--- src/hdl/feistel_block_cipher_64_macros.svh ---
// assertion helpers, included by the cipher top level
`ifndef FEISTEL_BLOCK_CIPHER_64_MACROS_SVH
`define FEISTEL_BLOCK_CIPHER_64_MACROS_SVH

// same-cycle implication, checked outside reset
`define FBC_ASSERT_NOW(label, clk, rst_n, cond, expr, msg) \
    label: assert property (@(posedge clk) disable iff (!(rst_n)) (cond) |-> (expr)) \
        else $error(msg);

// next-cycle implication, checked outside reset
`define FBC_ASSERT_NEXT(label, clk, rst_n, cond, expr, msg) \
    label: assert property (@(posedge clk) disable iff (!(rst_n)) (cond) |=> (expr)) \
        else $error(msg);

`endif

--- src/hdl/fbc64_pkg.sv ---
`timescale 1ns / 1ps

package fbc64_pkg;

    localparam int ROUND_COUNT = 16;

    localparam logic CMD_ENCRYPT = 1'b0;
    localparam logic CMD_DECRYPT = 1'b1;

    // one pipeline slot
    typedef struct packed {
        logic        valid;
        logic        command;
        logic [31:0] left;
        logic [31:0] right;
    } t_stage;

    // bit i of the expanded word is bit EXT_MAP[i] of the right half
    localparam logic [4:0] EXT_MAP [64] = '{
        5'd27, 5'd28, 5'd29, 5'd30, 5'd31, 5'd0,  5'd1,  5'd2,
        5'd2,  5'd3,  5'd4,  5'd5,  5'd6,  5'd7,  5'd8,  5'd9,
        5'd9,  5'd10, 5'd11, 5'd12, 5'd13, 5'd14, 5'd15, 5'd16,
        5'd16, 5'd17, 5'd18, 5'd19, 5'd20, 5'd21, 5'd22, 5'd23,
        5'd23, 5'd24, 5'd25, 5'd26, 5'd27, 5'd28, 5'd29, 5'd30,
        5'd31, 5'd0,  5'd1,  5'd3,  5'd4,  5'd5,  5'd6,  5'd7,
        5'd8,  5'd10, 5'd11, 5'd12, 5'd13, 5'd14, 5'd15, 5'd17,
        5'd18, 5'd19, 5'd20, 5'd21, 5'd22, 5'd24, 5'd25, 5'd26
    };

    // [box][row][column]
    localparam logic [1:0] SBOXES [16][4][4] = '{
        '{'{2'd0,2'd3,2'd1,2'd2}, '{2'd3,2'd2,2'd1,2'd0},
          '{2'd1,2'd2,2'd0,2'd3}, '{2'd1,2'd2,2'd3,2'd0}},
        '{'{2'd0,2'd1,2'd3,2'd2}, '{2'd1,2'd3,2'd0,2'd2},
          '{2'd2,2'd1,2'd0,2'd3}, '{2'd3,2'd2,2'd0,2'd1}},
        '{'{2'd2,2'd0,2'd3,2'd1}, '{2'd2,2'd0,2'd1,2'd3},
          '{2'd1,2'd3,2'd2,2'd0}, '{2'd3,2'd1,2'd2,2'd0}},
        '{'{2'd3,2'd1,2'd0,2'd2}, '{2'd3,2'd0,2'd2,2'd1},
          '{2'd2,2'd3,2'd1,2'd0}, '{2'd2,2'd3,2'd0,2'd1}},
        '{'{2'd2,2'd3,2'd1,2'd0}, '{2'd2,2'd1,2'd0,2'd3},
          '{2'd0,2'd1,2'd2,2'd3}, '{2'd0,2'd2,2'd3,2'd1}},
        '{'{2'd0,2'd3,2'd2,2'd1}, '{2'd0,2'd1,2'd2,2'd3},
          '{2'd0,2'd2,2'd1,2'd3}, '{2'd2,2'd1,2'd0,2'd3}},
        '{'{2'd3,2'd2,2'd1,2'd0}, '{2'd2,2'd1,2'd0,2'd3},
          '{2'd1,2'd2,2'd0,2'd3}, '{2'd1,2'd3,2'd0,2'd2}},
        '{'{2'd0,2'd3,2'd1,2'd2}, '{2'd1,2'd2,2'd0,2'd3},
          '{2'd2,2'd3,2'd1,2'd0}, '{2'd3,2'd0,2'd1,2'd2}},
        '{'{2'd2,2'd1,2'd0,2'd3}, '{2'd2,2'd0,2'd1,2'd3},
          '{2'd1,2'd2,2'd0,2'd3}, '{2'd3,2'd2,2'd0,2'd1}},
        '{'{2'd0,2'd3,2'd1,2'd2}, '{2'd2,2'd3,2'd0,2'd1},
          '{2'd2,2'd0,2'd1,2'd3}, '{2'd1,2'd3,2'd2,2'd0}},
        '{'{2'd3,2'd1,2'd2,2'd0}, '{2'd3,2'd0,2'd2,2'd1},
          '{2'd1,2'd0,2'd2,2'd3}, '{2'd0,2'd2,2'd1,2'd3}},
        '{'{2'd0,2'd3,2'd1,2'd2}, '{2'd2,2'd1,2'd0,2'd3},
          '{2'd1,2'd2,2'd3,2'd0}, '{2'd0,2'd2,2'd3,2'd1}},
        '{'{2'd3,2'd0,2'd2,2'd1}, '{2'd0,2'd3,2'd1,2'd2},
          '{2'd1,2'd0,2'd3,2'd2}, '{2'd1,2'd3,2'd0,2'd2}},
        '{'{2'd1,2'd2,2'd3,2'd0}, '{2'd2,2'd3,2'd0,2'd1},
          '{2'd2,2'd0,2'd1,2'd3}, '{2'd0,2'd3,2'd1,2'd2}},
        '{'{2'd1,2'd2,2'd0,2'd3}, '{2'd2,2'd3,2'd1,2'd0},
          '{2'd3,2'd1,2'd0,2'd2}, '{2'd0,2'd2,2'd3,2'd1}},
        '{'{2'd1,2'd0,2'd3,2'd2}, '{2'd3,2'd1,2'd2,2'd0},
          '{2'd3,2'd0,2'd1,2'd2}, '{2'd0,2'd2,2'd3,2'd1}}
    };

    // expansion, key mix and s-box layer
    function automatic logic [31:0] round_fn(input logic [31:0] r, input logic [63:0] key);
        logic [63:0] w;
        logic [31:0] f;
        logic [3:0]  nib;
        logic [1:0]  row;
        logic [1:0]  col;
        logic [1:0]  s;
        for (int i = 0; i < 64; i++) begin
            w[i] = r[EXT_MAP[i]];
        end
        w = w ^ key;
        for (int g = 0; g < 16; g++) begin
            nib        = w[4*g +: 4];
            row        = {nib[2], nib[0]};
            col        = {nib[3], nib[1]};
            s          = SBOXES[g][row][col];
            f[2*g]     = s[1];
            f[2*g + 1] = s[0];
        end
        return f;
    endfunction

endpackage

--- src/hdl/fbc64_in_if.sv ---
`timescale 1ns / 1ps

interface fbc64_in_if;
    logic        valid;
    logic        ready;
    logic        command;
    logic [31:0] left_in;
    logic [31:0] right_in;

    modport source (output valid, output command, output left_in, output right_in,
                    input ready);
    modport sink   (input valid, input command, input left_in, input right_in,
                    output ready);
endinterface

--- src/hdl/fbc64_out_if.sv ---
`timescale 1ns / 1ps

interface fbc64_out_if;
    logic        valid;
    logic        ready;
    logic [31:0] left_out;
    logic [31:0] right_out;

    modport source (output valid, output left_out, output right_out, input ready);
    modport sink   (input valid, input left_out, input right_out, output ready);
endinterface

--- src/hdl/fbc64_round.sv ---
`timescale 1ns / 1ps

// one feistel round with its pipeline register
module fbc64_round (
    input  logic                i_clk,
    input  logic                i_rst_n,
    input  logic                i_en,
    input  logic [63:0]         i_key,
    input  fbc64_pkg::t_stage   i_stage,
    output fbc64_pkg::t_stage   o_stage
);

    logic        r_valid;
    logic        r_command;
    logic [31:0] r_left;
    logic [31:0] r_right;

    always_ff @(posedge i_clk) begin
        if (!i_rst_n) begin
            r_valid <= 1'b0;
        end else if (i_en) begin
            r_valid <= i_stage.valid;
        end
    end

    always_ff @(posedge i_clk) begin
        if (i_en) begin
            r_command <= i_stage.command;
            r_left    <= i_stage.right;
            r_right   <= i_stage.left ^ fbc64_pkg::round_fn(i_stage.right, i_key);
        end
    end

    assign o_stage = '{valid: r_valid, command: r_command, left: r_left, right: r_right};

endmodule

--- src/hdl/feistel_block_cipher_64.sv ---
`timescale 1ns / 1ps

// 64-bit feistel block cipher, ROUND_COUNT rounds with the same 64-bit key in each.
// a request carries a command (0 encrypt, 1 decrypt) and the left and right halves;
// every request gives exactly one response, in order. one round per pipeline stage,
// so a new block is taken every cycle while the skid slot is empty. a one-entry skid
// register behind the last round lets the pipeline take one more request after the
// output stalls; input ready then drops until the skid entry is taken. write the key
// only while no block is in flight.
module feistel_block_cipher_64 #(
    parameter int ROUND_COUNT = fbc64_pkg::ROUND_COUNT
) (
    input  logic              i_clk,
    input  logic              i_rst_n,
    input  logic              i_cfg_we,
    input  logic [63:0]       i_cfg_wdata,
    fbc64_in_if.sink          i_req,
    fbc64_out_if.source       o_rsp
);

`include "feistel_block_cipher_64_macros.svh"

    // key register
    logic [63:0] r_cipher_key;

    always_ff @(posedge i_clk) begin
        if (!i_rst_n) begin
            r_cipher_key <= '0;
        end else if (i_cfg_we) begin
            r_cipher_key <= i_cfg_wdata;
        end
    end

    // pipeline advances as long as the skid slot is free
    logic w_adv;
    logic r_skid_v;

    assign w_adv       = !r_skid_v;
    assign i_req.ready = w_adv;

    // stage 0 is the incoming request; decrypt swaps halves on the way in
    fbc64_pkg::t_stage w_stage [ROUND_COUNT + 1];
    logic [ROUND_COUNT:1] w_vld;

    always_comb begin
        w_stage[0].valid   = i_req.valid;
        w_stage[0].command = i_req.command;
        if (i_req.command == fbc64_pkg::CMD_DECRYPT) begin
            w_stage[0].left  = i_req.right_in;
            w_stage[0].right = i_req.left_in;
        end else begin
            w_stage[0].left  = i_req.left_in;
            w_stage[0].right = i_req.right_in;
        end
    end

    // round pipeline
    for (genvar k = 0; k < ROUND_COUNT; k++) begin : g_round
        fbc64_round u_round (
            .i_clk   (i_clk),
            .i_rst_n (i_rst_n),
            .i_en    (w_adv),
            .i_key   (r_cipher_key),
            .i_stage (w_stage[k]),
            .o_stage (w_stage[k + 1])
        );
    end

    for (genvar k = 1; k <= ROUND_COUNT; k++) begin : g_vld
        assign w_vld[k] = w_stage[k].valid;
    end

    // last round output, decrypt swaps halves back
    logic [31:0] w_last_left;
    logic [31:0] w_last_right;
    logic        w_last_v;

    assign w_last_v = w_stage[ROUND_COUNT].valid;

    always_comb begin
        if (w_stage[ROUND_COUNT].command == fbc64_pkg::CMD_DECRYPT) begin
            w_last_left  = w_stage[ROUND_COUNT].right;
            w_last_right = w_stage[ROUND_COUNT].left;
        end else begin
            w_last_left  = w_stage[ROUND_COUNT].left;
            w_last_right = w_stage[ROUND_COUNT].right;
        end
    end

    // skid slot: catches the last stage when the output stalls
    logic        n_skid_v;
    logic [31:0] r_skid_left;
    logic [31:0] r_skid_right;

    always_comb begin
        if (r_skid_v) begin
            n_skid_v = !o_rsp.ready;
        end else begin
            n_skid_v = w_last_v && !o_rsp.ready;
        end
    end

    always_ff @(posedge i_clk) begin
        if (!i_rst_n) begin
            r_skid_v <= 1'b0;
        end else begin
            r_skid_v <= n_skid_v;
        end
    end

    always_ff @(posedge i_clk) begin
        if (!r_skid_v) begin
            r_skid_left  <= w_last_left;
            r_skid_right <= w_last_right;
        end
    end

    // response: skid entry first, otherwise the last stage directly
    assign o_rsp.valid     = r_skid_v || w_last_v;
    assign o_rsp.left_out  = r_skid_v ? r_skid_left  : w_last_left;
    assign o_rsp.right_out = r_skid_v ? r_skid_right : w_last_right;

    // checks
    `FBC_ASSERT_NOW(a_skid_blocks_req, i_clk, i_rst_n, r_skid_v, !i_req.ready, "request taken with skid full")
    `FBC_ASSERT_NEXT(a_stall_fills_skid, i_clk, i_rst_n, !r_skid_v && w_last_v && !o_rsp.ready, r_skid_v, "stalled result not caught")
    `FBC_ASSERT_NEXT(a_pipe_holds, i_clk, i_rst_n, r_skid_v, $stable(w_vld), "pipeline moved while skid full")

endmodule
--- src/flat_wrapper.sv ---
// flat-port wrapper written by rule: the top's interface ports become plain ports
module feistel_block_cipher_64_flat 
#(
    parameter int ROUND_COUNT = fbc64_pkg::ROUND_COUNT
)
  (i_clk, i_rst_n, i_cfg_we, i_cfg_wdata, i_req_valid, i_req_command, i_req_left_in, i_req_right_in, i_req_ready, o_rsp_valid, o_rsp_left_out, o_rsp_right_out, o_rsp_ready);
  fbc64_in_if i_req_i ();
  fbc64_out_if o_rsp_i ();
  input  logic i_clk;
  input  logic i_rst_n;
  input  logic i_cfg_we;
  input  logic [63:0] i_cfg_wdata;
  input wire logic [$bits(i_req_i.valid)-1:0] i_req_valid;
  input wire logic [$bits(i_req_i.command)-1:0] i_req_command;
  input wire logic [$bits(i_req_i.left_in)-1:0] i_req_left_in;
  input wire logic [$bits(i_req_i.right_in)-1:0] i_req_right_in;
  output wire logic [$bits(i_req_i.ready)-1:0] i_req_ready;
  output wire logic [$bits(o_rsp_i.valid)-1:0] o_rsp_valid;
  output wire logic [$bits(o_rsp_i.left_out)-1:0] o_rsp_left_out;
  output wire logic [$bits(o_rsp_i.right_out)-1:0] o_rsp_right_out;
  input wire logic [$bits(o_rsp_i.ready)-1:0] o_rsp_ready;
  assign i_req_i.valid = i_req_valid;
  assign i_req_i.command = i_req_command;
  assign i_req_i.left_in = i_req_left_in;
  assign i_req_i.right_in = i_req_right_in;
  assign i_req_ready = i_req_i.ready;
  assign o_rsp_valid = o_rsp_i.valid;
  assign o_rsp_left_out = o_rsp_i.left_out;
  assign o_rsp_right_out = o_rsp_i.right_out;
  assign o_rsp_i.ready = o_rsp_ready;
  feistel_block_cipher_64 #(.ROUND_COUNT(ROUND_COUNT)) u_core (.i_clk(i_clk), .i_rst_n(i_rst_n), .i_cfg_we(i_cfg_we), .i_cfg_wdata(i_cfg_wdata), .i_req(i_req_i), .o_rsp(o_rsp_i));
endmodule
--- config.mk ---
export PLATFORM = sky130hd
export DESIGN_NAME = feistel_block_cipher_64_flat
export DESIGN_NICKNAME = d
export VERILOG_FILES = /design/src/hdl/fbc64_pkg.sv /design/src/hdl/fbc64_in_if.sv /design/src/hdl/fbc64_out_if.sv /design/src/hdl/fbc64_round.sv /design/src/hdl/feistel_block_cipher_64.sv /design/src/flat_wrapper.sv
export VERILOG_INCLUDE_DIRS = /design/src /design/src/hdl
export SDC_FILE = /design/constraint.sdc
export NUM_CORES = 2
export LEC_CHECK = 0
export ABC_AREA = 0
export BUFFER_PORTS_ARGS = -buffer_cell sky130_fd_sc_hd__buf_2
export CORE_ASPECT_RATIO = 0.9
export CORE_MARGIN = 5
export CORE_UTILIZATION = 50
export DETAILED_ROUTE_END_ITERATION = 8
export GPL_TIMING_DRIVEN = 0
export MAX_ROUTING_LAYER = met4
export PLACE_DENSITY = 0.66
export RECOVER_POWER = 50
export SLEW_MARGIN = 20
export SYNTH_ARGS = -nofsm -noshare
export SYNTH_HDL_FRONTEND = slang
export SYNTH_SLANG_ARGS = --single-unit
--- constraint.sdc ---
create_clock -name i_clk -period 54.8 [get_ports i_clk]
set_clock_uncertainty 0.1 [all_clocks]
set_input_delay 0 -clock i_clk [delete_from_list [all_inputs] [get_ports i_clk]]
set_output_delay 0 -clock i_clk [all_outputs]
set_load 0.005 [all_outputs]
==> results.json <==
{
  "status": "complete, but fails checks",
  "violations": "capacitance limit, slew limit",
  "layout_common_cells": "1065 x xnor2_1, 1040 x edfxtp_1, 766 x xor2_1",
  "gr-usage-all-layers": 0.254,
  "cp_cell_sequence": "clkbuf_1 -> clkbuf_1 -> clkbuf_1 -> clkinvlp_2 -> buf_16 -> buf_16 -> buf_16 -> buf_2",
  "r2r_start": "u_core.r_skid_v$_SDFF_PN0_",
  "chipHeight_um": 357,
  "async_flop_share": 0,
  "reg2reg_to": "u_core.g_round[4].u_round.r_left[5]$_DFFE_PN_",
  "switchingPower_uw": 1900,
  "switching_share": 0.375,
  "hold_violations": 0,
  "syn_area_per_cell_sq_um": 11.9,
  "setup_ws_ns": 47.19,
  "synth_cells": 5639,
  "wl_mm": 178,
  "numCtsBuffers": 121,
  "grt_max_degree": 113,
  "cts_tree": "yes",
  "gr-total-overflow": 0,
  "synth-edff-count": 1040,
  "first_global_vias": 42571,
  "ant_nets": 0,
  "die_area_sq_um": 141000,
  "viasPerCell": 5.45,
  "ys_seq_area_frac": 0.511,
  "max_stage_delay_ns": 2.84,
  "top_layer": "met4",
  "reg2regPathDepth": 8,
  "area_growth_pct": 14.1,
  "hold_start": "i_cfg_wdata[24]",
  "layout_commonest_cell": "xnor2_1",
  "io_buffer_count": 197,
  "setup_tns_ns": 0,
  "ys_top_cells_by_area": "edfxtp_1 47%, xnor2_1 14%, xor2_1 10%, mux2i_1 4.5%, dfxtp_1 4.3%",
  "startpoint": "u_core.r_skid_v$_SDFF_PN0_",
  "crit_end": "i_req_ready",
  "vias": 43813,
  "max_cap_viol_count": 2,
  "power_frac_clock": 0.165,
  "wl_met2_mm": 82.5,
  "arrival_ns": 7.51,
  "dr_wl_met3_mm": 11.7,
  "cts-root-buf": "clkbuf_16",
  "cts_resized": 0,
  "ys.flop_type": "edfxtp_1",
  "min_period_ns": 7.61,
  "crit_type": "reg2out",
  "io_pins": 200,
  "finalMaxSlewViolations": 78,
  "hold_path_class": "in2reg",
  "powerDensity_nw_per_um2": 66.5,
  "crit_path_max_fanout": 105,
  "drt_iter0_markers": 3822,
  "ys_seq_elements": 1185,
  "coreArea_sq_um": 133000,
  "critPathRequiredTime_ns": 54.70,
  "synth_cell_types": 55,
  "max_slew_margin": -1.40,
  "cpMaxStageDelayCell": "clkinvlp_2",
  "nets": 6421,
  "setup.worst_path.end_class": "output port",
  "synth_top_cell_area_share": 0.467,
  "syn_nets": 5867,
  "path_clk_slew_ns": 0.06,
  "cts.sinks": 1185,
  "fin_crit_sh": 0.139,
  "clock_latency_ns": 0.75,
  "combinationalPowerShare": 0.429,
  "dr.pass1.iters": 6,
  "rsz0062_at_grt": "no",
  "dp_slack_ns": 50.60,
  "initial_utilization": 0.503,
  "wl_met1_mm": 76.6,
  "power_uw": 5070,
  "drive_above_1_share": 0.0798,
  "dp_hpwl_mm": 140,
  "htree_levels": 3,
  "setup_viol": 0,
  "seqPwrFrac": 0.406,
  "rrSetupSlack_ns": 47.61,
  "power.leakage_uw": 0.0291,
  "synth.cell_area_sq_um": 66800,
  "grt_pass1_wl_mm": 260,
  "antenna_found_initial": 3,
  "globalplace.congestion": 0.908,
  "fmax_ghz": 0.131,
  "clockBufferDepth": 3,
  "die_w_um": 395,
  "worst_pin_slew_ns": 3.58,
  "synth_warnings": 0,
  "fillers": 11091,
  "internal_power_uw": 3170,
  "critPathLaunchType": "register",
  "rows": 127,
  "ir_drop_mv": 0.0313,
  "yosysTopAreaCell": "edfxtp_1",
  "wl_per_cell_um": 22.2,
  "drc": 0,
  "final_util": 0.573
}
-- what timing repair did --
item,in CTS,in global routing
buffers inserted,0,0
hold buffers,224,0
endpoints found under the hold margin,131,0
-- sequential cells by signal (all words and copies together), names as in the netlist --
name	cells
u_core.g_round.u_round.r_command	16
u_core.g_round.u_round.r_left	512
u_core.g_round.u_round.r_right	512
u_core.g_round.u_round.r_valid	16
u_core.r_cipher_key	64
u_core.r_skid_left	32
u_core.r_skid_right	32
u_core.r_skid_v	1
-- cell type report --
type | instances | area, sq um | share of cell area
timing repair buffer | 431 | 3500 | 0.0459
antenna | 2 | 5.00 | 0.0000656
buffer | 183 | 733 | 0.00961
clock buffer | 172 | 3410 | 0.0448
clock inverter | 59 | 577 | 0.00756
tap | 1741 | 2180 | 0.0286
inverter | 175 | 658 | 0.00863
sequential | 1185 | 34100 | 0.448
multi-input combinational | 4096 | 31100 | 0.407
-- metrics by stage --
stage | instances | cell area (sq um) | hold slack [ns]
6_report | 8044 | 76300 | 0.0397
5_1_grt | 8042 | 76300 | 0.0163
2_1_floorplan | 5639 | 66800 | -0.00113
3_3_place_gp | 7577 | 70000 | 0.161
3_5_place_dp | 7587 | 70300 | 0.158
4_1_cts | 8042 | 76500 | 0.00339
-- kinds of logic (layout without fill, tap and decap cells) --
kind of cell / after synthesis / count (layout) / share of synthesized area
compound gates: 836 / 836 / 0.0737
xor+xnor: 1834 / 1834 / 0.241
other cells: 0 / 2 / 0
fa+ha+maj: 115 / 115 / 0.0207
buf+inv: 358 / 1020 / 0.0235
flops: 1185 / 1185 / 0.511
simple gates: 935 / 935 / 0.0665
mux: 376 / 376 / 0.0643
-- worst min-delay path by stage --
stage | end | slack (ns) | cells past startpoint
floorplan | u_core.g_round[0].u_round.r_command$_DFFE_PN_ | -0.001 | 0
global placement | u_core.g_round[0].u_round.r_valid$_SDFFE_PN0N_ | 0.16 | 3
detailed placement | u_core.g_round[0].u_round.r_command$_DFFE_PN_ | 0.16 | 1
CTS | u_core.r_cipher_key[31]$_SDFFE_PN0P_ | 0.003 | 4
global route | u_core.r_cipher_key[58]$_SDFFE_PN0P_ | 0.02 | 4
finish | u_core.r_cipher_key[24]$_SDFFE_PN0P_ | 0.04 | 4
-- power groups by stage --
stage / registers (uW) / clock network [uW] / logic, uW
2_1_floorplan: 1900 / 0 / 1760
3_3_place_gp: 2080 / 0 / 2050
3_5_place_dp: 2080 / 0 / 2150
4_1_cts: 2070 / 850 / 2170
5_1_grt: 2100 / 888 / 2420
6_report: 2060 / 836 / 2180
-- per-layer routing --
layer | global-route usage | up-vias
met5 | - | -
met4 | 0.0943 | 0
met3 | 0.0373 | 337
met2 | 0.405 | 1467
met1 | 0.334 | 21123
li1 | - | 20886
-- worst max-delay path, delay by kind of cell (launching register included) --
| family | cells | cell delay, ns |
|---|---|---|
| buf+inv | 8 | 6.17 |
| flops | 1 | 0.32 |
-- cell usage after synthesis, drive strengths merged, types with 3 or more instances --
cell,number
a211oi,81
a21boi,10
a21o,18
a21oi,290
a22oi,3
a311oi,13
a31o,3
a31oi,50
a32oi,12
and2,15
and3,17
and3b,10
buf,140
clkbuf,43
dfxtp,145
edfxtp,1040
ha,94
inv,175
maj3,21
mux2,30
mux2i,315
mux4,31
nand2,274
nand2b,32
nand3,74
nand3b,8
nor2,238
nor2b,156
nor3,76
nor3b,17
o211ai,18
o21a,15
o21ai,253
o21bai,5
o22ai,12
o311ai,18
o31a,6
o31ai,14
o32ai,13
or2,15
xnor2,1068
xor2,766
Note: power is estimated with default switching activity, not from simulation.
